## src/rtl/core/fpcm_pkg.sv

```systemverilog
`timescale 1ns / 1ps

package fpcm_pkg;

   localparam logic [1:0] FMT_FLOAT = 2'd0;
   localparam logic [1:0] FMT_PCM16 = 2'd1;
   localparam logic [1:0] FMT_PCM24 = 2'd2;
   localparam logic [1:0] FMT_PCM32 = 2'd3;

   localparam logic [1:0] CSR_FORMAT = 2'd0;
   localparam logic [1:0] CSR_VOL_EN = 2'd1;
   localparam logic [1:0] CSR_GAIN   = 2'd2;

   localparam logic [24:0] UNITY_GAIN = 25'h1000000;

   typedef struct packed {
      logic [1:0]  fmt;
      logic        vol_en;
      logic [24:0] gain;
   } cfg_type;

   typedef struct packed {
      logic [31:0] bits;
      logic        last;
   } sample_type;

   function automatic logic [30:0] full_scale(input logic [1:0] fmt);
      logic [30:0] k;
      case (fmt)
         FMT_PCM16: k = 31'd32767;
         FMT_PCM24: k = 31'd8388607;
         default:   k = 31'h7FFFFFFF;
      endcase
      return k;
   endfunction

   function automatic logic [2:0] byte_count(input logic [1:0] fmt);
      logic [2:0] n;
      case (fmt)
         FMT_PCM16: n = 3'd2;
         FMT_PCM24: n = 3'd3;
         default:   n = 3'd4;
      endcase
      return n;
   endfunction

endpackage

```

## src/rtl/core/float_to_pcm_sample_converter.sv

```systemverilog
`timescale 1ns / 1ps

// Converts one single precision audio sample per word into float32, pcm16, pcm24 or
// pcm32, with an optional software gain below unity applied first. The pipeline is
// five register stages deep: an accepted sample loads stage 1 and moves on through
// stages 2 to 4 into stage 5, whose register drives rsp_tvalid. It accepts one word
// in every clock cycle while the result side does not stall, because each stage, the
// gain and full-scale multipliers included, takes a new word once its last one moves
// on. A stall on the result side holds every full stage without losing or repeating
// a word. Bubbles are squeezed out, so req_tready stays high while any stage is
// empty. The configuration channel is always ready and a write takes effect from the
// next cycle, so write the registers only while no words are in flight.

module float_to_pcm_sample_converter import fpcm_pkg::*; (
   input  logic        clock,
   input  logic        reset,
   input  logic        req_tvalid,
   output logic        req_tready,
   input  logic [31:0] req_tdata,   // [31:0] sample_bits
   input  logic        req_tlast,
   output logic        rsp_tvalid,
   input  logic        rsp_tready,
   output logic [39:0] rsp_tdata,   // [31:0] sample_word, [34:32] valid_bytes, rest zero
   output logic        rsp_tlast,
   input  logic        csr_valid,
   output logic        csr_ready,
   input  logic [1:0]  csr_index,
   input  logic [24:0] csr_data
);

   cfg_type    cfg_ff;
   sample_type req_sample;
   sample_type mid_sample;
   logic       mid_valid;
   logic       mid_ready;
   logic [31:0] word;
   logic [2:0]  bytes;

   assign csr_ready       = 1'b1;
   assign req_sample.bits = req_tdata;
   assign req_sample.last = req_tlast;
   assign rsp_tdata       = {5'd0, bytes, word};

   always_ff @(posedge clock) begin
      if (reset) begin
         cfg_ff.fmt    <= FMT_PCM16;
         cfg_ff.vol_en <= 1'b0;
         cfg_ff.gain   <= UNITY_GAIN;
      end else if (csr_valid) begin
         case (csr_index)
            CSR_FORMAT: cfg_ff.fmt    <= csr_data[1:0];
            CSR_VOL_EN: cfg_ff.vol_en <= csr_data[0];
            CSR_GAIN:   cfg_ff.gain   <= csr_data;
            default:    cfg_ff        <= cfg_ff;
         endcase
      end
   end

   fpcm_scale u_scale (
      .clock      (clock),
      .reset      (reset),
      .cfg        (cfg_ff),
      .in_valid   (req_tvalid),
      .in_ready   (req_tready),
      .in_sample  (req_sample),
      .out_valid  (mid_valid),
      .out_ready  (mid_ready),
      .out_sample (mid_sample)
   );

   fpcm_quant u_quant (
      .clock     (clock),
      .reset     (reset),
      .cfg       (cfg_ff),
      .in_valid  (mid_valid),
      .in_ready  (mid_ready),
      .in_sample (mid_sample),
      .out_valid (rsp_tvalid),
      .out_ready (rsp_tready),
      .out_word  (word),
      .out_bytes (bytes),
      .out_last  (rsp_tlast)
   );

endmodule

```

## src/rtl/core/fpcm_scale.sv

```systemverilog
`timescale 1ns / 1ps

module fpcm_scale import fpcm_pkg::*; (
   input  logic       clock,
   input  logic       reset,
   input  cfg_type    cfg,
   input  logic       in_valid,
   output logic       in_ready,
   input  sample_type in_sample,
   output logic       out_valid,
   input  logic       out_ready,
   output sample_type out_sample
);

   logic en1, en2, en3;

   logic        v1_ff, v2_ff, v3_ff;
   logic        byp1_ff, byp1_in;
   logic [31:0] val1_ff, val1_in;
   logic [47:0] prod1_ff, prod1_in;
   logic [7:0]  ee1_ff, ee1_in;
   logic        last1_ff;

   logic              byp2_ff, byp2_in;
   logic [31:0]       val2_ff, val2_in;
   logic [47:0]       prod2_ff;
   logic [7:0]        ee2_ff;
   logic signed [5:0] shift2_ff, shift2_in;
   logic              last2_ff;

   sample_type out3_ff, out3_in;

   assign en3       = !v3_ff || out_ready;
   assign en2       = !v2_ff || en3;
   assign en1       = !v1_ff || en2;
   assign in_ready  = en1;
   assign out_valid = v3_ff;
   assign out_sample = out3_ff;

   // Stage 1: NaN cleanup, special cases and the mantissa by gain product.
   always_comb begin
      logic        is_nan;
      logic [31:0] s;
      logic [7:0]  e;
      logic [22:0] f;
      logic [23:0] mant;
      is_nan  = (&in_sample.bits[30:23]) && (|in_sample.bits[22:0]);
      s       = is_nan ? 32'd0 : in_sample.bits;
      e       = s[30:23];
      f       = s[22:0];
      byp1_in = 1'b0;
      val1_in = s;
      if (!(cfg.vol_en && !cfg.gain[24])) begin
         byp1_in = 1'b1;
      end else if (e == 8'hFF) begin
         byp1_in = 1'b1;
         if (cfg.gain[23:0] == 24'd0) begin
            val1_in = 32'd0;
         end
      end else if (e == 8'd0 && f == 23'd0) begin
         byp1_in = 1'b1;
      end
      mant     = {(e != 8'd0), f};
      ee1_in   = (e != 8'd0) ? e : 8'd1;
      prod1_in = mant * cfg.gain[23:0];
   end

   // Stage 2: leading one of the product and the alignment shift.
   always_comb begin
      logic [5:0]        hb;
      logic signed [9:0] sh_a;
      logic signed [9:0] sh_b;
      logic signed [9:0] sh_w;
      hb = 6'd0;
      for (int i = 0; i < 48; i++) begin
         if (prod1_ff[i]) begin
            hb = 6'(i);
         end
      end
      sh_a      = $signed({4'b0, hb}) - 10'sd23;
      sh_b      = 10'sd25 - $signed({2'b0, ee1_ff});
      sh_w      = (sh_a > sh_b) ? sh_a : sh_b;
      shift2_in = sh_w[5:0];
      byp2_in   = byp1_ff || (prod1_ff == 48'd0);
      val2_in   = byp1_ff ? val1_ff : {val1_ff[31], 31'd0};
   end

   // Stage 3: align, round to nearest even and pack the single.
   always_comb begin
      logic [5:0]        neg;
      logic [71:0]       wide;
      logic [23:0]       q_trunc;
      logic              rnd;
      logic [24:0]       q_rnd;
      logic signed [9:0] exp_w;
      logic [22:0]       mant;
      logic              normal;
      neg  = -shift2_ff;
      wide = {prod2_ff, 24'd0} >> shift2_ff[4:0];
      if (shift2_ff[5]) begin
         q_trunc = prod2_ff[23:0] << neg[4:0];
         rnd     = 1'b0;
      end else begin
         q_trunc = wide[47:24];
         rnd     = wide[23] && ((|wide[22:0]) || wide[24]);
      end
      q_rnd  = {1'b0, q_trunc} + {24'd0, rnd};
      exp_w  = $signed({2'b0, ee2_ff}) - 10'sd24 + 10'(shift2_ff)
               + $signed({9'd0, q_rnd[24]});
      mant   = q_rnd[24] ? q_rnd[23:1] : q_rnd[22:0];
      normal = q_rnd[24] | q_rnd[23];
      out3_in.last = last2_ff;
      out3_in.bits = byp2_ff ? val2_ff
                             : {val2_ff[31], (normal ? exp_w[7:0] : 8'd0), mant};
   end

   always_ff @(posedge clock) begin
      if (reset) begin
         v1_ff <= 1'b0;
         v2_ff <= 1'b0;
         v3_ff <= 1'b0;
      end else begin
         if (en1) begin
            v1_ff <= in_valid;
         end
         if (en2) begin
            v2_ff <= v1_ff;
         end
         if (en3) begin
            v3_ff <= v2_ff;
         end
      end
   end

   always_ff @(posedge clock) begin
      if (en1) begin
         byp1_ff  <= byp1_in;
         val1_ff  <= val1_in;
         prod1_ff <= prod1_in;
         ee1_ff   <= ee1_in;
         last1_ff <= in_sample.last;
      end
      if (en2) begin
         byp2_ff   <= byp2_in;
         val2_ff   <= val2_in;
         prod2_ff  <= prod1_ff;
         ee2_ff    <= ee1_ff;
         shift2_ff <= shift2_in;
         last2_ff  <= last1_ff;
      end
      if (en3) begin
         out3_ff <= out3_in;
      end
   end

endmodule

```

## src/rtl/core/fpcm_quant.sv

```systemverilog
`timescale 1ns / 1ps

module fpcm_quant import fpcm_pkg::*; (
   input  logic        clock,
   input  logic        reset,
   input  cfg_type     cfg,
   input  logic        in_valid,
   output logic        in_ready,
   input  sample_type  in_sample,
   output logic        out_valid,
   input  logic        out_ready,
   output logic [31:0] out_word,
   output logic [2:0]  out_bytes,
   output logic        out_last
);

   logic en4, en5;

   logic        v4_ff, v5_ff;
   logic [31:0] bits4_ff;
   logic        last4_ff;
   logic        zero4_ff, zero4_in;
   logic        sat4_ff, sat4_in;
   logic [54:0] prod4_ff, prod4_in;
   logic [7:0]  sh4_ff, sh4_in;

   logic [31:0] word5_ff, word5_in;
   logic [2:0]  bytes5_ff;
   logic        last5_ff;

   assign en5       = !v5_ff || out_ready;
   assign en4       = !v4_ff || en5;
   assign in_ready  = en4;
   assign out_valid = v5_ff;
   assign out_word  = word5_ff;
   assign out_bytes = bytes5_ff;
   assign out_last  = last5_ff;

   // Stage 4: classify the sample and form the exact product with full scale.
   always_comb begin
      logic [7:0]  e;
      logic [22:0] f;
      logic [23:0] mant;
      e        = in_sample.bits[30:23];
      f        = in_sample.bits[22:0];
      zero4_in = (e == 8'd0) && (f == 23'd0);
      sat4_in  = (e > 8'd127) || ((e == 8'd127) && (f != 23'd0));
      mant     = {(e != 8'd0), f};
      prod4_in = mant * full_scale(cfg.fmt);
      sh4_in   = 8'd150 - ((e != 8'd0) ? e : 8'd1);
   end

   // Stage 5: truncate toward zero, apply the sign and select the format.
   always_comb begin
      logic [54:0] shifted;
      logic [30:0] mag;
      logic [31:0] ival;
      shifted = prod4_ff >> sh4_ff[5:0];
      if (zero4_ff) begin
         mag = 31'd0;
      end else if (sat4_ff) begin
         mag = full_scale(cfg.fmt);
      end else if (sh4_ff >= 8'd64) begin
         mag = 31'd0;
      end else begin
         mag = shifted[30:0];
      end
      ival = bits4_ff[31] ? (32'd0 - {1'b0, mag}) : {1'b0, mag};
      case (cfg.fmt)
         FMT_FLOAT: word5_in = bits4_ff;
         FMT_PCM16: word5_in = {16'd0, ival[15:0]};
         FMT_PCM24: word5_in = {8'd0, ival[23:0]};
         default:   word5_in = ival;
      endcase
   end

   always_ff @(posedge clock) begin
      if (reset) begin
         v4_ff <= 1'b0;
         v5_ff <= 1'b0;
      end else begin
         if (en4) begin
            v4_ff <= in_valid;
         end
         if (en5) begin
            v5_ff <= v4_ff;
         end
      end
   end

   always_ff @(posedge clock) begin
      if (en4) begin
         bits4_ff <= in_sample.bits;
         last4_ff <= in_sample.last;
         zero4_ff <= zero4_in;
         sat4_ff  <= sat4_in;
         prod4_ff <= prod4_in;
         sh4_ff   <= sh4_in;
      end
      if (en5) begin
         word5_ff  <= word5_in;
         bytes5_ff <= byte_count(cfg.fmt);
         last5_ff  <= last4_ff;
      end
   end

endmodule

```

## config.mk

```make
export PLATFORM = sky130hd
export DESIGN_NAME = float_to_pcm_sample_converter
export DESIGN_NICKNAME = d
export VERILOG_FILES = /design/src/rtl/core/fpcm_pkg.sv /design/src/rtl/core/float_to_pcm_sample_converter.sv /design/src/rtl/core/fpcm_scale.sv /design/src/rtl/core/fpcm_quant.sv
export SDC_FILE = /design/constraint.sdc
export NUM_CORES = 2
export LEC_CHECK = 0
export ABC_AREA = 1
export ABC_CLOCK_PERIOD_IN_PS = 9000
export BUFFER_PORTS_ARGS = -buffer_cell sky130_fd_sc_hd__buf_2
export CAP_MARGIN = 5
export CORE_AREA = 8 8 291 364
export DETAILED_ROUTE_END_ITERATION = 7
export DIE_AREA = 0 0 299 372
export PLACE_DENSITY = 0.76
export SLEW_MARGIN = 10
export SYNTH_ARGS = -nofsm -noshare
export SYNTH_HDL_FRONTEND = slang
export SYNTH_SLANG_ARGS = --single-unit
```

## constraint.sdc

```tcl
create_clock -name clock -period 9 [get_ports clock]
set_input_delay 0.9 -clock clock [delete_from_list [all_inputs] [get_ports clock]]
set_output_delay 0.9 -clock clock [all_outputs]
set_load 0.005 [all_outputs]
```

After elaboration in Yosys (flattened, before gate mapping)
Index checks and enable logic that the tools add are counted.

storage, ports and cells
  latch bits = 0
  register bits = 386
  memories kept = 0
  bits in writable memories = 0
  bits of input ports = 65
  output and inout bits = 44
  memory bits (read-only) = 0

operators by class
  magnitude comparators = 3
  $mul = 2
  multiplexer cells = 66
  divide/modulo/power cells = 0
  shifts and indexed selects = 3
  bitwise operators = 2
  add/subtract/negate cells = 9
  reductions and logical operators = 38
  equal/unequal tests = 6

operators with widths
  kind                     number
  $mux W32                 5
  $mux W31                 4
  $mux W6                  17
  $pmux W32 S3             1
  $mux W5                  16
  $shr A72 B5 Y48          1
  $pmux W31 S2             1
  $mul A24 B31 Y55         1
  $shr A55 B6 Y31          1
  $logic_not A48 Y1        1
  $mul A24 B24 Y48         1
  $logic_not A23 Y1        2
  $reduce_or A23 Y1        2
  $mux W4                  8
  $sub A1 B31 Y32 const A  1
  $add A24 B1 Y25          1
  $logic_not A24 Y1        1
  $mux W24                 1
  $shl A24 B5 Y24          1
  $mux W23                 1
  $reduce_bool A23 Y1      1
  $logic_not A8 Y1         2
  $mux W8                  2
  $reduce_bool A8 Y1       2
  27 further kinds         55

Depth between registers and ports, before layout
  depth in word-level cells = 50
  depth in mapped cells = 63

Hierarchy
From an unflattened synthesis, not the netlist that was laid out.

second synthesis, totals
  cell total of the unflattened synthesis = 6,668
  area total of the unflattened synthesis = 56,331.5 sq um

modules (own cells, without submodules)
  module                         times used  area an instance (sq um)  seq. area each (sq um)  cells each
  fpcm_scale                     1           31,411.4                  6,636.4                 3,700
  fpcm_quant                     1           23,714.0                  4,033.9                 2,782
  float_to_pcm_sample_converter  1           1,206.2                   560.5                   186

Worst setup path before layout
Ideal clock, no wire load.

  kind = input to register
  start = input port req_tdata[29]
  end = register u_scale.prod1_ff[46] (data pin)
  buffers on the path = 2
  library setup time = 0.265 ns
  data required time = 8.735 ns
  path slack = -0.115 ns
  arrival time = 8.851 ns
  stages on the path = 44
  cell sequence = inv_1 > nor4_1 > nand2_1 > inv_1 > clkbuf_1 > clkbuf_1 > nor2_1 > inv_1 > nor2_1 > fa_1 > inv_1 > fa_1 > inv_1 > fa_1 > ha_1 > inv_1 > fa_1 > inv_1 > (+8 left out) > inv_1 > a21oi_1 > inv_1 > a21oi_1 > inv_1 > a21oi_1 > inv_1 > a21oi_1 > inv_1 > a21oi_2 > o21ai_1 > a21oi_2 > o21ai_1 > a21oi_2 > o21ai_1 > nand4_1 > o211ai_1 > xor2_1

between the ends
  longest elaborated chain between the ends = 5

RTL lines
  item                      line                                 RTL
  start: declaration        float_to_pcm_sample_converter.sv:19  input logic [31:0] req_tdata,
  $reduce_and A8 Y1         fpcm_scale.sv:47                     is_nan = (&in_sample.bits[30:23]) && (|in_sample.bits[22:0]);
  $logic_and A1 B1 Y1       fpcm_scale.sv:47
  $mux W32 (*)              fpcm_scale.sv:48                     s = is_nan ? 32'd0 : in_sample.bits;
  $reduce_bool A8 Y1        fpcm_scale.sv:63                     mant = {(e != 8'd0), f};
  $mul A24 B24 Y48 (*)      fpcm_scale.sv:65                     prod1_in = mant * cfg.gain[23:0];
  net u_scale.prod1_in[46]  fpcm_scale.sv:20                     logic [47:0] prod1_ff, prod1_in;
  end signal: assignment    fpcm_scale.sv:139                    prod1_ff <= prod1_in;
  end: declaration          fpcm_scale.sv:20

Mark *: on every way through the listed nets, which the timed path passes. The rest lies on a longest branch.
A chain may end at the register's enable or synchronous reset.

Worst setup path after layout
  start = input port req_tdata[24]
  end = register u_scale.prod1_ff[46] (data pin)

The elaborated chain is that of the path after synthesis.

==> flow_summary.yaml <==
floorplanning:
  pin_count: 109
  fp.dieArea_sq_mm: 0.1112
  initial_core_util_pct: 54.66
  coreArea_sq_mm: 0.09987
  die_y_um: 372
  rows: 130
  die_x_um: 299
routing:
  route.detailed.drc: 0
  routed_wl_mm: 166.3
  vias_per_cell: 5.543
  ant_nets: 0
  drt_iter0_markers: 2940
  post_drt_wl_per_cell_um: 21.21
  vias: 43460
  firstDrtPassIters: 6
grt:
  grt_max_degree: 89
  grt_pass1_wl_mm: 256.5
  antenna_found_initial: 5
  overflow: 0
  grt.total_usage_pct: 29.85
  grt_pass1_vias: 46290
sta:
  setup_viol: 0
  hold_viol_final: 0
  max_freq_mhz: 117.1
  worstMarginPinSlew_ns: 1.244
  fin_crit_ns: 8.537
  timing.final.crit_share_pct: 94.86
  slew_headroom_pct: 16.79
  fin_skew_ns: 0.03704
  drv_slew: 0
clock_network:
  clk_pin_slew_worst_paths_ns: 0.06
  hold_buffers: 0
  cts_tree: "built"
  clk_path_buf_depth: 3
  clk_latency_ns: 0.60
  root_buffer: "clkbuf_16"
  htreeDepth: 2
  cts_buffers: 42
  cts_sinks: 385
finish:
  post-route-util_pct: 59.37
  final_common_cell: "inv_1"
  drive_above_1_share_pct: 7.794
  nets: 7832
  final_cell_mix: "inv_1, nand2_1, fa_1"
  area_growth_pct: 8.616
place:
  dp.final_hpwl_mm: 140.3
  port_buffers: 102
  routabilityCongestion: 1.013
setup_path:
  cpMostUsedCell: "fa_1"
  required_ns: 9.32
  cp.arrival_ns: 8.86
  cp_slowest_stage_delay_ns: 0.70
  end_kind: "register"
  cp_slowest_cell: "nor2_1"
  critical_path.max_fanout: 4
  crit_family: "adder cells"
  path_class: "input pin to register"
  path_buf_inv: 9
  startpoint_type: "input pin"
synth:
  postSynthCellCount: 6304
  synth-edff-count: 352
  synth-seq-cells: 385
  yosysWarnings: 0
  synth_area_per_cell_sq_um: 8.660
  async_flop_share_pct: 0
  synth.distinct_cells: 69
  synth_top_flop_cell: "edfxtp_1"
  seq_area_frac_synth_pct: 20.57
  synth_area_sq_mm: 0.05459
hold_path:
  min_path_type: "register to register"
flow_run:
  drv_cap: 0
run_status:
  outcome: "complete, no violations"
through the flow:
| step | worst slack (ns) | TNS [ns] | cells | cell area (sq um) | hold slack (ns) |
|---|---|---|---|---|---|
| 5_1_grt | -0.01554 | -0.01970 | 7838 | 59290 | 0.4396 |
| 2_1_floorplan | 0.05982 | 0 | 6308 | 54610 | 0.4003 |
| 6_report | 0.4628 | 0 | 7840 | 59290 | 0.4251 |
| 3_3_place_gp | -0.1377 | -0.3597 | 7761 | 57780 | 0.4062 |
| 3_5_place_dp | -0.2401 | -1.267 | 7761 | 57780 | 0.4147 |
| 4_1_cts | 0.2947 | 0 | 7838 | 59230 | 0.4258 |
cell families after synthesis:
family / Yosys count / synth area share (%)
buffers and inverters: 1576 / 11.15
AO/OA/AOI/OAI: 768 / 7.827
flip-flops: 385 / 20.57
other: 2 / 0.01376
multiplexers: 38 / 0.6968
adder cells (fa/ha/maj): 1282 / 41.61
XOR/XNOR: 161 / 2.624
AND/OR/NAND/NOR: 2092 / 15.51
metal layers:
| metal | vias to the layer above | wire length (um) | GRT usage [%] | share of wire [%] |
|---|---|---|---|---|
| met1 | 21160 | 55280 | 30.58 | 33 |
| met5 | - | 23 | 0 | 0.014 |
| li1 | 19900 | - | - | - |
| met4 | 4 | 14620 | 21.03 | 8.8 |
| met2 | 1784 | 85290 | 54.86 | 51 |
| met3 | 611 | 11060 | 5.145 | 6.6 |
path summary, 6_finish.rpt:
| check | start | end | slack, ns | depth (start not counted) |
|---|---|---|---|---|
| worst max-delay path | req_tdata[24] | u_scale.prod1_ff[46]$_DFFE_PP_ | 0.46 | 33 |
| worst min-delay path | u_scale.last2_ff$_DFFE_PP_ | u_scale.out_sample[0]$_DFFE_PP_ | 0.43 | 0 |
| worst max register to register | cfg_ff[27]$_SDFFE_PP0P_ | u_quant.prod4_ff[54]$_DFFE_PP_ | 0.50 | 37 |
| worst min register to register | u_scale.last2_ff$_DFFE_PP_ | u_scale.out_sample[0]$_DFFE_PP_ | 0.43 | 0 |
state kept, by name (all words and copies together), names as in the netlist, 3 cells and up:
signal and flops:
u_scale.ee2_ff 8, u_quant.bits4_ff 31, u_scale.val1_ff 32, u_scale.val2_ff 32, u_quant.prod4_ff 55, u_quant.out_bytes 3
u_quant.out_word 32, u_scale.prod2_ff 48, cfg_ff 28, u_quant.sh4_ff 8, u_scale.ee1_ff 8, u_scale.out_sample 33
u_scale.prod1_ff 48, u_scale.shift2_ff 6
cells in the mapped netlist, types with 33 or more instances:
cell type | instances | area share (%)
fa_1 | 889 | 33
o211ai_1 | 36 | 0.50
ha_1 | 393 | 9.0
nand2_1 | 1291 | 8.9
xnor2_1 | 54 | 0.87
inv_1 | 1306 | 9.0
nand4_1 | 43 | 0.49
nand3_1 | 221 | 2.0
dfxtp_1 | 33 | 1.2
o21ai_0 | 297 | 2.7
o21ai_1 | 84 | 0.77
mux2i_1 | 38 | 0.70
edfxtp_1 | 352 | 19
buf_2 | 36 | 0.33
clkbuf_1 | 163 | 1.1
nor2_1 | 456 | 3.1
a21oi_1 | 229 | 2.1
xor2_1 | 104 | 1.7
layout make-up:
type / instances / area (sq um)
clock inverters: 28 / 350.3
well taps: 1320 / 1652
diodes: 2 / 5.005
fillers: 8783 / 40580
flip-flops and latches: 385 / 11230
multi-input cells: 4347 / 37350
repair buffers: 374 / 2587
inverters: 1335 / 5015
clock buffers: 49 / 1099
repair_timing:
| item | in CTS | in global routing |
|---|---|---|
| buffers inserted | 0 | 0 |
| gates resized for setup | 0 | 16 |
| setup endpoints to repair | 0 | 15 |
Power is left out: the tool's default activity adds up to more than one toggle a clock period on the data nets, which glitch-free logic cannot reach.
